## src/hdl/srv_pkg.sv

```systemverilog
// Shared types, register codes and fixed-point helpers for the Schroeder reverb.
`timescale 1ns / 1ps

package srv_pkg;

  localparam int COMB_LINE_LEN_DEF    = 600;
  localparam int ALLPASS_LINE_LEN_DEF = 300;
  localparam int NUM_COMB             = 4;
  localparam int NUM_AP               = 2;

  localparam int COMB_DLY_MIN   = 50;
  localparam int AP_DELAY_MIN   = 30;
  localparam int COMB_DLY_RST   = 600;
  localparam int AP_DELAY_RST   = 300;

  localparam logic [14:0] GAIN_MAX     = 15'd31128;
  localparam logic [14:0] DRY_GAIN_RST = 15'd32767;

  localparam int CFG_DATA_W = 15;
  localparam int CFG_IDX_W  = 3;

  localparam logic [CFG_IDX_W-1:0] REG_COMB_DLY   = 3'd0;
  localparam logic [CFG_IDX_W-1:0] REG_COMB_FB    = 3'd1;
  localparam logic [CFG_IDX_W-1:0] REG_AP_DELAY   = 3'd2;
  localparam logic [CFG_IDX_W-1:0] REG_AP_GAIN    = 3'd3;
  localparam logic [CFG_IDX_W-1:0] REG_WET_GAIN   = 3'd4;
  localparam logic [CFG_IDX_W-1:0] REG_DRY_GAIN   = 3'd5;

  typedef logic signed [15:0] sample_t;
  typedef logic signed [17:0] wide_t;
  typedef logic signed [30:0] prod_t;

  // line clearing in progress
  typedef struct packed {
    logic comb;
    logic ap;
  } srv_clr_t;

  typedef enum logic [3:0] {
    ST_IDLE,
    ST_COMB,
    ST_AP_RD,
    ST_AP_M1,
    ST_AP_V,
    ST_AP_M2,
    ST_AP_Y,
    ST_MIX1,
    ST_MIX2
  } srv_state_t;

  function automatic wide_t ext18(input sample_t v);
    return {{2{v[15]}}, v};
  endfunction

  function automatic sample_t sat16(input wide_t v);
    sample_t r;
    if (v > 18'sd32767) begin
      r = 16'sh7fff;
    end else if (v < -18'sd32768) begin
      r = -16'sh8000;
    end else begin
      r = v[15:0];
    end
    return r;
  endfunction

  // unsigned Q15 gain times signed sample; product fits 31 bits
  function automatic prod_t mul_q(input logic [14:0] g, input sample_t v);
    logic signed [31:0] p;
    p = $signed({1'b0, g}) * v;
    return p[30:0];
  endfunction

  function automatic logic [14:0] gain_clamp(input logic [14:0] g);
    return (g > GAIN_MAX) ? GAIN_MAX : g;
  endfunction

endpackage

```

## src/hdl/srv_cfg.sv

```systemverilog
// Configuration registers, derived delay lengths and line clearing sweeps.
`timescale 1ns / 1ps

module srv_cfg import srv_pkg::*; #(
  parameter int COMB_LINE_LEN    = COMB_LINE_LEN_DEF,
  parameter int ALLPASS_LINE_LEN = ALLPASS_LINE_LEN_DEF
) (
  input  logic                                         clk,
  input  logic                                         rst,
  input  logic                                         cfg_we,
  input  logic [CFG_IDX_W-1:0]                         cfg_index,
  input  logic [CFG_DATA_W-1:0]                        cfg_data,
  output logic [14:0]                                  comb_fb,
  output logic [14:0]                                  ap_gain,
  output logic [14:0]                                  wet_gain,
  output logic [14:0]                                  dry_gain,
  output logic [$clog2(COMB_LINE_LEN+1)-1:0]           comb_len [NUM_COMB],
  output logic [$clog2(ALLPASS_LINE_LEN+1)-1:0]        ap_len [NUM_AP],
  output srv_clr_t                                     clr,
  output logic [$clog2(NUM_COMB*COMB_LINE_LEN)-1:0]    comb_clr_addr,
  output logic [$clog2(NUM_AP*ALLPASS_LINE_LEN)-1:0]   ap_clr_addr
);

  localparam int CLW = $clog2(COMB_LINE_LEN+1);
  localparam int ALW = $clog2(ALLPASS_LINE_LEN+1);
  localparam int CAW = $clog2(NUM_COMB*COMB_LINE_LEN);
  localparam int AAW = $clog2(NUM_AP*ALLPASS_LINE_LEN);
  localparam int CRW = $clog2(5*COMB_LINE_LEN+1);
  localparam int ARW = $clog2(2*ALLPASS_LINE_LEN+1);

  localparam int CD_RST = (COMB_DLY_RST > COMB_LINE_LEN) ? COMB_LINE_LEN : COMB_DLY_RST;
  localparam int AD_RST = (AP_DELAY_RST > ALLPASS_LINE_LEN) ? ALLPASS_LINE_LEN : AP_DELAY_RST;
  localparam int CQ1_RST = CD_RST * 5 / 6;
  localparam int CQ2_RST = CD_RST * 4 / 6;
  localparam int CQ3_RST = CD_RST * 3 / 6;
  localparam int AQ_RST  = AD_RST * 2 / 3;

  localparam logic [CAW-1:0] COMB_CLR_LAST = CAW'(NUM_COMB*COMB_LINE_LEN-1);
  localparam logic [AAW-1:0] AP_CLR_LAST   = AAW'(NUM_AP*ALLPASS_LINE_LEN-1);

  logic [CLW-1:0] comb_d;
  logic [ALW-1:0] ap_d;
  logic [CLW-1:0] comb_d_next;
  logic [ALW-1:0] ap_d_next;
  logic [15:0]    cd_raw;
  logic [15:0]    ad_raw;

  // 5d, 4d, 3d reduced by repeated subtraction of 6, and 2d by 3, while the lines clear
  logic [CRW-1:0] crem [3];
  logic [CLW-1:0] cquo [3];
  logic [ARW-1:0] arem;
  logic [ALW-1:0] aquo;

  assign cd_raw = 16'(cfg_data[9:0]);
  assign ad_raw = 16'(cfg_data[8:0]);

  always_comb begin
    if (cd_raw < 16'(COMB_DLY_MIN)) begin
      comb_d_next = CLW'(COMB_DLY_MIN);
    end else if (cd_raw > 16'(COMB_LINE_LEN)) begin
      comb_d_next = CLW'(COMB_LINE_LEN);
    end else begin
      comb_d_next = cd_raw[CLW-1:0];
    end
    if (ad_raw < 16'(AP_DELAY_MIN)) begin
      ap_d_next = ALW'(AP_DELAY_MIN);
    end else if (ad_raw > 16'(ALLPASS_LINE_LEN)) begin
      ap_d_next = ALW'(ALLPASS_LINE_LEN);
    end else begin
      ap_d_next = ad_raw[ALW-1:0];
    end
  end

  assign comb_len[0] = comb_d;
  assign comb_len[1] = cquo[0];
  assign comb_len[2] = cquo[1];
  assign comb_len[3] = cquo[2];
  assign ap_len[0]   = ap_d;
  assign ap_len[1]   = aquo;

  always_ff @(posedge clk) begin
    if (rst) begin
      comb_fb       <= '0;
      ap_gain       <= '0;
      wet_gain      <= '0;
      dry_gain      <= DRY_GAIN_RST;
      comb_d        <= CLW'(CD_RST);
      ap_d          <= ALW'(AD_RST);
      cquo[0]       <= CLW'(CQ1_RST);
      cquo[1]       <= CLW'(CQ2_RST);
      cquo[2]       <= CLW'(CQ3_RST);
      aquo          <= ALW'(AQ_RST);
      crem[0]       <= '0;
      crem[1]       <= '0;
      crem[2]       <= '0;
      arem          <= '0;
      clr.comb      <= 1'b1;
      clr.ap        <= 1'b1;
      comb_clr_addr <= '0;
      ap_clr_addr   <= '0;
    end else begin
      for (int k = 0; k < 3; k++) begin
        if (crem[k] >= CRW'(6)) begin
          crem[k] <= crem[k] - CRW'(6);
          cquo[k] <= cquo[k] + CLW'(1);
        end
      end
      if (arem >= ARW'(3)) begin
        arem <= arem - ARW'(3);
        aquo <= aquo + ALW'(1);
      end

      if (clr.comb) begin
        comb_clr_addr <= comb_clr_addr + CAW'(1);
        if (comb_clr_addr == COMB_CLR_LAST) begin
          clr.comb <= 1'b0;
        end
      end
      if (clr.ap) begin
        ap_clr_addr <= ap_clr_addr + AAW'(1);
        if (ap_clr_addr == AP_CLR_LAST) begin
          clr.ap <= 1'b0;
        end
      end

      if (cfg_we) begin
        case (cfg_index)
          REG_COMB_DLY: begin
            comb_d        <= comb_d_next;
            crem[0]       <= CRW'(comb_d_next) * CRW'(5);
            crem[1]       <= CRW'(comb_d_next) * CRW'(4);
            crem[2]       <= CRW'(comb_d_next) * CRW'(3);
            cquo[0]       <= '0;
            cquo[1]       <= '0;
            cquo[2]       <= '0;
            clr.comb      <= 1'b1;
            comb_clr_addr <= '0;
          end
          REG_COMB_FB:  comb_fb <= gain_clamp(cfg_data[14:0]);
          REG_AP_DELAY: begin
            ap_d        <= ap_d_next;
            arem        <= ARW'(ap_d_next) * ARW'(2);
            aquo        <= '0;
            clr.ap      <= 1'b1;
            ap_clr_addr <= '0;
          end
          REG_AP_GAIN:  ap_gain  <= gain_clamp(cfg_data[14:0]);
          REG_WET_GAIN: wet_gain <= cfg_data[14:0];
          REG_DRY_GAIN: dry_gain <= cfg_data[14:0];
          default: ;
        endcase
      end
    end
  end

endmodule

```

## config.mk

```make
export PLATFORM = sky130hd
export DESIGN_NAME = srv_cfg
export DESIGN_NICKNAME = d
export VERILOG_FILES = /design/src/hdl/srv_pkg.sv /design/src/hdl/srv_cfg.sv
export SDC_FILE = /design/constraint.sdc
export NUM_CORES = 1
export LEC_CHECK = 0
export BUFFER_PORTS_ARGS = -buffer_cell sky130_fd_sc_hd__buf_2
export CAP_MARGIN = 0
export CORE_MARGIN = 5
export CORE_UTILIZATION = 60
export CTS_CLUSTER_SIZE = 24
export DETAILED_ROUTE_END_ITERATION = 6
export PLACE_DENSITY = 0.85
export SETUP_SLACK_MARGIN = 0.15
export SYNTH_ARGS = -nofsm -noshare
export SYNTH_HDL_FRONTEND = slang
export SYNTH_SLANG_ARGS = --single-unit
```

## constraint.sdc

```tcl
create_clock -name clk -period 8.5 [get_ports clk]
set_input_delay 1.7 -clock clk [delete_from_list [all_inputs] [get_ports clk]]
set_output_delay 1.7 -clock clk [all_outputs]
set_load 0.02 [all_outputs]
```

==> results.tsv <==
metric	value	unit
fillers	1121	
antenna_cells	0	
synth_flop_cell	dfxtp_1	
grtUsageTotal	0.266	
internal_power	1.83	mW
grt_setup_unrepaired	no	
wl_per_cell	17.9	um
utilization	0.714	
dp_hpwl	16600	um
synthCells	1000	
power.share.clock	0.298	
multiInputGateArea	0.00465	mm^2
ys_seq_area_frac	0.451	
ant_nets	0	
seq_area	0.00402	mm^2
synth_area_leaders	dfxtp_1 (34%), edfxtp_1 (11%), nand2_1 (6.3%), xnor2_1 (5.3%), ha_1 (5.2%)	
fmax	193	MHz
skew	0.0210	ns
drv_cap	0	
grt_max_degree	73	
yosys.area.top_type_share	0.343	
synth-edff-count	32	
fin_tns_setup	0	ns
via_count	7957	
yosysTopAreaCell	dfxtp_1	
p_seq_frac	0.423	
p_per_area	264	mW/mm^2
drt_wl_total	23800	um
clk_pin_slew_worst_paths	0.06	ns
placed_cell_area	0.00980	mm^2
io_buffers	162	
power.switching	915	uW
crit_fanout	10	
pin_count	163	
layout_setup_ws	3.33	ns
root_buffer	clkbuf_16	
synthArstFlopShare	0	
hold_violations	0	
startpoint_type	primary input	
grt_pass1_wl	38800	um
antenna_found_initial	0	
cp.arrival	5.32	ns
syn_area_per_cell	8.93	um^2
design_area	0.0104	mm^2
cts_buffer_depth	2	
period_needed	5.17	ns
hold_ws	0.453	ns
cts_sinks	185	
drive_gt1_frac	0.180	
stdcell_count	1326	
worstSkewPairLatency	0.44	ns
min_path_type	flip-flop to flip-flop	
netlist_area	0.00893	mm^2
tightestPinTransition	1.12	ns
leakage	4.44	nW
ys_warn_count	0	
slew_headroom	0.250	
dieArea	0.0174	mm^2
synth_commonest_cells	dfxtp_1 (153), nand2_1 (151), nor2_1 (91)	
final_max_slew_viol_count	0	
die_w	132	um
syn_nets	1060	
required	8.64	ns
period_share	0.609	
dp_cells	1294	
netSwitchingFraction	0.333	
first_pass_iters	5	
path_class	primary input to flip-flop	
dp_slack	3.00	ns
coreArea	0.0146	mm^2
status	completed	
numCtsBuffers	17	
grt_overflow_total	0	
start_util	0.612	
setup.worst_path.end_class	flip-flop	
htree_levels	4	
total_power	2.74	mW
drtIter0Drc	533	
num_rows	44	
die-height	132	um
viasPerCell	6.00	
cts_resized	0	
cts_tree	yes	
gp_congestion	0.865	
synth_cell_types	62	
power_frac_comb	0.279	
ys_ff_latch	185	
first_global_vias	7754	
ir_drop	0.000186	V
synthToLayoutAreaGrowth	16.6	%
setup_viol	0	
holdBufCountCts	0	
cts_setup_buffers	0	
layout.nets	1189	
drc	0	
yosysMostFrequentCell	dfxtp_1	
## cells by family after synthesis
logic type | Yosys count | share of synthesized area
multiplexers | 7 | 0.00785
adder cells (fa/ha/maj) | 39 | 0.0563
AO/OA/AOI/OAI | 197 | 0.145
AND/OR/NAND/NOR | 405 | 0.215
XOR/XNOR | 97 | 0.0951
buffers and inverters | 70 | 0.0303
flip-flops | 185 | 0.451
## power groups by stage
stage,Clock [mW],Combinational [mW],Sequential [mW]
3_5_place_dp,0,0.746,1.18
4_1_cts,0.822,0.761,1.16
5_1_grt,0.861,0.841,1.18
2_1_floorplan,0,0.536,1.20
6_report,0.817,0.765,1.16
3_3_place_gp,0,0.725,1.17
## metal layers
layer | vias up | share of wire | GRT usage
met2 | 338 | 0.49 | 0.453
met5 | - | 0 | 0
met3 | 51 | 0.091 | 0.0832
met1 | 3776 | 0.40 | 0.319
met4 | 0 | 0.022 | 0.0937
li1 | 3792 | - | -
## layout make-up
cell class | count | share of cell area
Clock buffer | 21 | 0.0463
Inverter | 14 | 0.00505
Clock inverter | 11 | 0.0126
Tap cell | 184 | 0.0221
Multi-Input combinational cell | 745 | 0.447
Timing Repair Buffer | 166 | 0.0810
Sequential cell | 185 | 0.386
## worst max-delay path: stages
cell and delay (ns):
buf_2 0.22, o311a_1 0.23, o21a_1 0.14, o31ai_1 0.09
a21boi_0 0.77, inv_1 0.23, ha_1 0.36, ha_1 0.23
fa_1 0.40, a21o_1 0.22, a211o_1 0.30, a21oi_1 0.16
xor2_1 0.17, o22ai_1 0.09
## final timing paths
kind | to | cells past startpoint | startpoint | slack (ns)
hold reg to reg | comb_d[5] | 2 | comb_d[5] | 0.45
setup / recovery | crem[0][9] | 14 | cfg_data[3] | 3.33
setup reg to reg | crem[0][35] | 5 | crem[0][25] | 4.87
hold / removal | comb_d[5] | 2 | comb_d[5] | 0.45
## sequential cells by signal, summed over array words and instances, names as in the netlist
name and cells:
comb_clr_addr 12, ap_clr_addr 10, wet_gain 15, ap_gain 15, dry_gain 15, ap_d 9, comb_fb 15, crem 33
arem 10, aquo 9, comb_d 10, clr 2, cquo 30
## layout by cell type (no fill, tap or decap), types with 21 or more instances in the layout
master and instances:
a21o_1 22, ha_1 37, nand3_1 32, xnor2_1 54, edfxtp_1 32, a21oi_1 61, nor2_1 91, o21ai_0 28
nand2_1 151, xor2_1 43, nor3_1 23, dfxtp_1 153, buf_2 161, nand4_1 21
Note: power is estimated with default switching activity, not from simulation.
