<file path="src/hdl/srv_pkg.sv">
// Shared types, register codes and fixed-point helpers for the Schroeder reverb.
`timescale 1ns / 1ps

package srv_pkg;

  localparam int COMB_LINE_LEN_DEF    = 600;
  localparam int ALLPASS_LINE_LEN_DEF = 300;
  localparam int NUM_COMB             = 4;
  localparam int NUM_AP               = 2;

  localparam int COMB_DLY_MIN   = 50;
  localparam int AP_DELAY_MIN   = 30;
  localparam int COMB_DLY_RST   = 600;
  localparam int AP_DELAY_RST   = 300;

  localparam logic [14:0] GAIN_MAX     = 15'd31128;
  localparam logic [14:0] DRY_GAIN_RST = 15'd32767;

  localparam int CFG_DATA_W = 15;
  localparam int CFG_IDX_W  = 3;

  localparam logic [CFG_IDX_W-1:0] REG_COMB_DLY   = 3'd0;
  localparam logic [CFG_IDX_W-1:0] REG_COMB_FB    = 3'd1;
  localparam logic [CFG_IDX_W-1:0] REG_AP_DELAY   = 3'd2;
  localparam logic [CFG_IDX_W-1:0] REG_AP_GAIN    = 3'd3;
  localparam logic [CFG_IDX_W-1:0] REG_WET_GAIN   = 3'd4;
  localparam logic [CFG_IDX_W-1:0] REG_DRY_GAIN   = 3'd5;

  typedef logic signed [15:0] sample_t;
  typedef logic signed [17:0] wide_t;
  typedef logic signed [30:0] prod_t;

  // line clearing in progress
  typedef struct packed {
    logic comb;
    logic ap;
  } srv_clr_t;

  typedef enum logic [3:0] {
    ST_IDLE,
    ST_COMB,
    ST_AP_RD,
    ST_AP_M1,
    ST_AP_V,
    ST_AP_M2,
    ST_AP_Y,
    ST_MIX1,
    ST_MIX2
  } srv_state_t;

  function automatic wide_t ext18(input sample_t v);
    return {{2{v[15]}}, v};
  endfunction

  function automatic sample_t sat16(input wide_t v);
    sample_t r;
    if (v > 18'sd32767) begin
      r = 16'sh7fff;
    end else if (v < -18'sd32768) begin
      r = -16'sh8000;
    end else begin
      r = v[15:0];
    end
    return r;
  endfunction

  // unsigned Q15 gain times signed sample; product fits 31 bits
  function automatic prod_t mul_q(input logic [14:0] g, input sample_t v);
    logic signed [31:0] p;
    p = $signed({1'b0, g}) * v;
    return p[30:0];
  endfunction

  function automatic logic [14:0] gain_clamp(input logic [14:0] g);
    return (g > GAIN_MAX) ? GAIN_MAX : g;
  endfunction

endpackage

</file>
<file path="src/hdl/srv_core.sv">
// Per-sample sequencer: comb and all-pass read-modify-write over the line RAMs, then the mix.
`timescale 1ns / 1ps

module srv_core import srv_pkg::*; #(
  parameter int COMB_LINE_LEN    = COMB_LINE_LEN_DEF,
  parameter int ALLPASS_LINE_LEN = ALLPASS_LINE_LEN_DEF
) (
  input  logic                                        clk,
  input  logic                                        rst,
  input  logic                                        in_valid,
  output logic                                        in_stall,
  input  sample_t                                     sample_in,
  output logic                                        out_valid,
  input  logic                                        out_stall,
  output sample_t                                     sample_out,
  input  logic [14:0]                                 comb_fb,
  input  logic [14:0]                                 ap_gain,
  input  logic [14:0]                                 wet_gain,
  input  logic [14:0]                                 dry_gain,
  input  logic [$clog2(COMB_LINE_LEN+1)-1:0]          comb_len [NUM_COMB],
  input  logic [$clog2(ALLPASS_LINE_LEN+1)-1:0]       ap_len [NUM_AP],
  input  srv_clr_t                                    clr,
  output logic                                        comb_we,
  output logic [$clog2(NUM_COMB*COMB_LINE_LEN)-1:0]   comb_waddr,
  output sample_t                                     comb_wdata,
  output logic                                        comb_re,
  output logic [$clog2(NUM_COMB*COMB_LINE_LEN)-1:0]   comb_raddr,
  input  sample_t                                     comb_rdata,
  output logic                                        ap_we,
  output logic [$clog2(NUM_AP*ALLPASS_LINE_LEN)-1:0]  ap_waddr,
  output sample_t                                     ap_wdata,
  output logic                                        ap_re,
  output logic [$clog2(NUM_AP*ALLPASS_LINE_LEN)-1:0]  ap_raddr,
  input  sample_t                                     ap_rdata
);

  localparam int CLW = $clog2(COMB_LINE_LEN+1);
  localparam int ALW = $clog2(ALLPASS_LINE_LEN+1);
  localparam int CPW = $clog2(COMB_LINE_LEN);
  localparam int APW = $clog2(ALLPASS_LINE_LEN);
  localparam int CAW = $clog2(NUM_COMB*COMB_LINE_LEN);
  localparam int AAW = $clog2(NUM_AP*ALLPASS_LINE_LEN);

  localparam logic [2:0] COMB_LAST = 3'd5;

  srv_state_t state, state_next;

  logic [2:0]     cnt;
  logic           stage;
  sample_t        x;
  wide_t          acc;
  sample_t        sig;
  sample_t        tap;
  sample_t        v;
  sample_t        dry_term;
  prod_t          prod;
  logic [CPW-1:0] comb_pos [NUM_COMB];
  logic [APW-1:0] ap_pos [NUM_AP];
  logic [CAW-1:0] cw_addr1;
  logic [CAW-1:0] cw_addr2;
  logic [AAW-1:0] ap_addr;

  logic           accept;
  logic           out_free;
  logic [1:0]     cidx;
  logic [CAW-1:0] comb_base;
  logic [CAW-1:0] comb_addr_cur;
  logic [CPW-1:0] comb_pos_inc;
  logic [CLW-1:0] comb_pos_p1;
  logic [AAW-1:0] ap_addr_cur;
  logic [APW-1:0] ap_pos_inc;
  logic [ALW-1:0] ap_pos_p1;
  sample_t        att;
  sample_t        prod_q;
  sample_t        v_next;
  sample_t        y_next;
  sample_t        sig_comb;
  sample_t        mix;
  wide_t          acc_adj;
  wide_t          acc_q;

  logic           mul_en;
  logic [14:0]    mul_g;
  sample_t        mul_v;

  assign accept   = in_valid & ~in_stall;
  assign out_free = ~out_valid | ~out_stall;
  assign in_stall = (state != ST_IDLE) | clr.comb | clr.ap;

  assign cidx   = cnt[1:0];
  assign prod_q = prod[30:15];
  assign att    = x >>> 2;

  always_comb begin
    case (cidx)
      2'd0:    comb_base = '0;
      2'd1:    comb_base = CAW'(COMB_LINE_LEN);
      2'd2:    comb_base = CAW'(2*COMB_LINE_LEN);
      default: comb_base = CAW'(3*COMB_LINE_LEN);
    endcase
  end

  assign comb_addr_cur = comb_base + CAW'(comb_pos[cidx]);
  assign comb_pos_p1   = CLW'(comb_pos[cidx]) + CLW'(1);
  assign comb_pos_inc  = (comb_pos_p1 >= comb_len[cidx]) ? '0 : comb_pos_p1[CPW-1:0];

  assign ap_addr_cur = (stage ? AAW'(ALLPASS_LINE_LEN) : '0) + AAW'(ap_pos[stage]);
  assign ap_pos_p1   = ALW'(ap_pos[stage]) + ALW'(1);
  assign ap_pos_inc  = (ap_pos_p1 >= ap_len[stage]) ? '0 : ap_pos_p1[APW-1:0];

  // comb sum / 4, truncating toward zero
  assign acc_adj  = acc + (acc[17] ? 18'sd3 : 18'sd0);
  assign acc_q    = acc_adj >>> 2;
  assign sig_comb = sat16(acc_q);

  assign v_next = sat16(ext18(sig) + ext18(prod_q));
  assign y_next = sat16(ext18(tap) - ext18(prod_q));
  assign mix    = sat16(ext18(dry_term) + ext18(prod_q));

  always_comb begin
    state_next = state;
    case (state)
      ST_IDLE:  if (accept) state_next = ST_COMB;
      ST_COMB:  if (cnt == COMB_LAST) state_next = ST_AP_RD;
      ST_AP_RD: state_next = ST_AP_M1;
      ST_AP_M1: state_next = ST_AP_V;
      ST_AP_V:  state_next = ST_AP_M2;
      ST_AP_M2: state_next = ST_AP_Y;
      ST_AP_Y:  state_next = stage ? ST_MIX1 : ST_AP_RD;
      ST_MIX1:  state_next = ST_MIX2;
      ST_MIX2:  if (out_free) state_next = ST_IDLE;
      default:  state_next = ST_IDLE;
    endcase
  end

  // comb phase is a 6-step pipeline: read comb n, multiply comb n-1, write comb n-2
  always_comb begin
    comb_re    = 1'b0;
    comb_raddr = comb_addr_cur;
    comb_we    = 1'b0;
    comb_waddr = cw_addr2;
    comb_wdata = sat16(ext18(att) + ext18(prod_q));
    ap_re      = 1'b0;
    ap_raddr   = ap_addr_cur;
    ap_we      = 1'b0;
    ap_waddr   = ap_addr;
    ap_wdata   = v_next;
    mul_en     = 1'b0;
    mul_g      = comb_fb;
    mul_v      = comb_rdata;
    case (state)
      ST_COMB: begin
        comb_re = ~cnt[2];
        if (cnt inside {[3'd1:3'd4]}) begin
          mul_en = 1'b1;
        end
        if (cnt >= 3'd2) begin
          comb_we = 1'b1;
        end
        if (cnt == COMB_LAST) begin
          mul_en = 1'b1;
          mul_g  = dry_gain;
          mul_v  = x;
        end
      end
      ST_AP_RD: ap_re = 1'b1;
      ST_AP_M1: begin
        mul_en = 1'b1;
        mul_g  = ap_gain;
        mul_v  = ap_rdata;
      end
      ST_AP_V: ap_we = 1'b1;
      ST_AP_M2: begin
        mul_en = 1'b1;
        mul_g  = ap_gain;
        mul_v  = v;
      end
      ST_MIX1: begin
        mul_en = 1'b1;
        mul_g  = wet_gain;
        mul_v  = sig;
      end
      default: ;
    endcase
  end

  always_ff @(posedge clk) begin
    if (rst) begin
      state     <= ST_IDLE;
      out_valid <= 1'b0;
      cnt       <= '0;
      stage     <= 1'b0;
      for (int k = 0; k < NUM_COMB; k++) comb_pos[k] <= '0;
      for (int k = 0; k < NUM_AP; k++) ap_pos[k] <= '0;
    end else begin
      state <= state_next;
      if (out_valid && !out_stall) begin
        out_valid <= 1'b0;
      end
      if (clr.comb) begin
        for (int k = 0; k < NUM_COMB; k++) comb_pos[k] <= '0;
      end
      if (clr.ap) begin
        for (int k = 0; k < NUM_AP; k++) ap_pos[k] <= '0;
      end
      if (mul_en) begin
        prod <= mul_q(mul_g, mul_v);
      end
      case (state)
        ST_IDLE: begin
          if (accept) begin
            x     <= sample_in;
            acc   <= '0;
            cnt   <= '0;
            stage <= 1'b0;
          end
        end
        ST_COMB: begin
          cnt      <= cnt + 3'd1;
          cw_addr1 <= comb_addr_cur;
          cw_addr2 <= cw_addr1;
          if (!cnt[2]) begin
            comb_pos[cidx] <= comb_pos_inc;
          end
          if (cnt inside {[3'd1:3'd4]}) begin
            acc <= acc + ext18(comb_rdata);
          end
          if (cnt == COMB_LAST) begin
            sig <= sig_comb;
          end
        end
        ST_AP_RD: begin
          ap_pos[stage] <= ap_pos_inc;
          ap_addr       <= ap_addr_cur;
          if (!stage) begin
            dry_term <= prod_q;
          end
        end
        ST_AP_M1: tap <= ap_rdata;
        ST_AP_V:  v <= v_next;
        ST_AP_Y: begin
          sig   <= y_next;
          stage <= 1'b1;
        end
        ST_MIX2: begin
          if (out_free) begin
            sample_out <= mix;
            out_valid  <= 1'b1;
          end
        end
        default: ;
      endcase
    end
  end

endmodule

</file>
<file path="config.mk">
export PLATFORM = sky130hd
export DESIGN_NAME = srv_core
export DESIGN_NICKNAME = d
export VERILOG_FILES = /design/src/hdl/srv_pkg.sv /design/src/hdl/srv_core.sv
export SDC_FILE = /design/constraint.sdc
export NUM_CORES = 1
export LEC_CHECK = 0
export CAP_MARGIN = 20
export CORE_MARGIN = 10
export CORE_UTILIZATION = 30
export CTS_CLUSTER_DIAMETER = 60
export DETAILED_ROUTE_END_ITERATION = 10
export DONT_BUFFER_PORTS = 1
export GPL_TIMING_DRIVEN = 0
export SYNTH_ARGS = -nofsm -noshare
export SYNTH_HDL_FRONTEND = slang
export SYNTH_SLANG_ARGS = --single-unit
export TNS_END_PERCENT = 30
</file>
<file path="constraint.sdc">
create_clock -name clk -period 14.6 [get_ports clk]
set_input_delay 0.73 -clock clk [delete_from_list [all_inputs] [get_ports clk]]
set_output_delay 0.73 -clock clk [all_outputs]
set_load 0.02 [all_outputs]
</file>
==> impl_metrics.env <==
export IMPL_area_growth_synth_to_final_pct=10.9
export IMPL_pwr_density_cell_nw_per_um2=184
export IMPL_fin_nets=2948
export IMPL_ys_ff_latch=234
export IMPL_wl_per_cell_um=21.6
export IMPL_clk_latency_ns=0.56
export IMPL_critical_path_required_ns=14.89
export IMPL_grt_ovfl_total=0
export IMPL_finalHoldViolCount=0
export IMPL_final_util=0.335
export IMPL_clk_path_buf_depth=3
export IMPL_place_congestion=0.929
export IMPL_cts_setup_buffers=0
export IMPL_ys_top_cells_by_area="edfxtp_1, fa_1, ha_1"
export IMPL_grtUsageTotal=0.167
export IMPL_synth_nets=2891
export IMPL_synth_distinct_cells=92
export IMPL_grt_pass1_wl_mm=111
export IMPL_grt_pass1_vias=17500
export IMPL_setup_viol=0
export IMPL_rows=101
export IMPL_slew_violations=5
export IMPL_leakage_nw=10.8
export IMPL_async_reset_ff_frac=0
export IMPL_failed_checks="slew limit"
export IMPL_fin_ws_ns=3.46
export IMPL_ff2ff_path_depth=30
export IMPL_design_core_area_um2=75900
export IMPL_max_vdd_ir_drop_uv=225
export IMPL_rsz0062_at_grt="false"
export IMPL_yosysTopAreaCellShare=0.290
export IMPL_antenna_found_initial=17
export IMPL_crit_fanout=10
export IMPL_period_needed_ns=11.14
export IMPL_synth_edf_count=222
export IMPL_die_w_um=297
export IMPL_synth_area_per_cell_um2=9.98
export IMPL_postSynthCellCount=2301
export IMPL_cpPeakStageDelay_ns=0.91
export IMPL_regArea_um2=6910
export IMPL_finalSetupTns_ns=0
export IMPL_cap_violations=0
export IMPL_vias_per_cell=5.06
export IMPL_max_clock_freq_mhz=89.8
export IMPL_synth_top_cell_by_area="edfxtp_1"
export IMPL_hold_path_class="input pin to flop"
export IMPL_num_vias=17300
export IMPL_ys_flop_type="edfxtp_1"
export IMPL_pre_cts_ws_ns=3.73
export IMPL_whs_path_depth=0
export IMPL_period_share=0.763
export IMPL_start_util=0.302
export IMPL_wirelength_mm=73.7
export IMPL_multi_input_area_um2=14600
export IMPL_fill_cells=7758
export IMPL_path_class="flop to flop"
export IMPL_final_setup_skew_ns=0.0149
export IMPL_io_pins=270
export IMPL_relSlewSlack=-0.0854
export IMPL_cts_resized=0
export IMPL_synth_most_common_cell="inv_1"
export IMPL_cts_hold_buf=0
export IMPL_rrSetupSlack_ns=3.46
export IMPL_drive_gt1_frac=0.0752
export IMPL_clock_sinks=234
export IMPL_synth_warnings=0
export IMPL_cts_buffers=27
export IMPL_endpoint_kind="flop"
export IMPL_ys_top_cells_by_count="inv_1, nor2_1, ha_1"
export IMPL_status="finished, violations left"
export IMPL_cts_htree_levels=1
export IMPL_tightest_slew_ns=1.63
export IMPL_drcViolationCount=0
export IMPL_die_h_um=297
export IMPL_io_buffers=0
export IMPL_crit_arrival_ns=11.42
export IMPL_dp_hpwl_mm=61.1
export IMPL_clk_pin_slew_worst_paths_ns=0.06
export IMPL_drt_iter0_drc=1362
export IMPL_postRouteAntennaNets=0
export IMPL_grt_max_degree=21
export IMPL_dieArea_um2=88000
export IMPL_root_buffer="clkbuf_16"
export IMPL_crit_top_cell="fa_1"
export IMPL_cts_tree="built"
export IMPL_cpMaxStageDelayCell="a211oi_1"
export IMPL_dr_pass1_iters=7
export IMPL_netlist_area_um2=23000
export IMPL_start_kind="flop"
export IMPL_ys_seq_area_frac=0.301
## metrics by stage
stage	hold slack, ns	cell area [um2]	power [mW]	instances
6_report	0.263	25500	4.70	3415
5_1_grt	0.248	25500	5.16	3410
4_1_cts	0.237	25400	4.71	3406
3_5_place_dp	0.405	24500	3.98	3356
3_3_place_gp	0.401	24300	3.95	3331
2_1_floorplan	0.400	23000	3.27	2301
## flip-flops by register name, summed over array words and instances, names as in the netlist, 16 cells and up, named ones only
signal	cells
comb_pos	40
acc	18
ap_pos	18
dry_term	16
prod	16
sample_out	16
sig	16
tap	16
v	16
x	16
## power by group
part           internal, mW  leakage, nW  switching [mW]
Clock                 0.405        0.434           0.294
Sequential            0.897         2.23          0.0265
Combinational          1.27         8.16            1.81
## worst max-delay path, delay by kind of cell, from the launching register on
kind / cells / cell delay [ns]
AO/OA/AOI/OAI: 9 / 2.81
AND/OR/NAND/NOR: 5 / 1.09
flip-flops: 1 / 0.51
adder cells (fa/ha/maj): 8 / 3.89
buffers and inverters: 8 / 2.53
## layer usage
metal  wire (um)  vias to the layer above  part of all wire  GRT usage
met5         199                        -            0.0027          0
met4        2340                       26             0.032     0.0520
met1       30900                     8405              0.42      0.212
met2       32500                      648              0.44      0.262
li1            -                     8070                 -          -
met3        7740                      134              0.11     0.0583
## cell usage in the layout (no fill, tap or decap), types with 55 or more instances in the layout
master	instances
fa_1	186
xnor2_1	73
nand2_1	187
nor2_1	248
inv_1	320
ha_1	232
a21oi_1	102
clkbuf_1	55
edfxtp_1	222
## kinds of logic (layout without fill, tap and decap cells)
group           after synthesis  count (layout)  share of synthesized area
buf+inv                     396             474                     0.0667
mux                          58              58                     0.0373
xor+xnor                    126             126                     0.0480
compound gates              434             434                      0.132
simple gates                622             622                      0.121
fa+ha+maj                   431             431                      0.294
flops                       234             234                      0.301
other cells                   0               6                          0
## final timing paths
check | start | end
setup / recovery | cnt[1] | prod[27]
hold / removal | sample_in[1] | x[1]
setup reg to reg | cnt[1] | prod[27]
hold reg to reg | cw_addr1[9] | comb_waddr[9]
## area by class of cell
type                    instances  share of cell area
multi-input cells            1671               0.572
flip-flops and latches        234               0.271
well taps                    1030              0.0506
inverters                     321              0.0473
clock buffers                  32              0.0280
plain buffers                  75              0.0129
repair buffers                 28             0.00982
clock inverters                18             0.00737
diodes                          6            0.000589
Power figures use the tool's default switching activity.
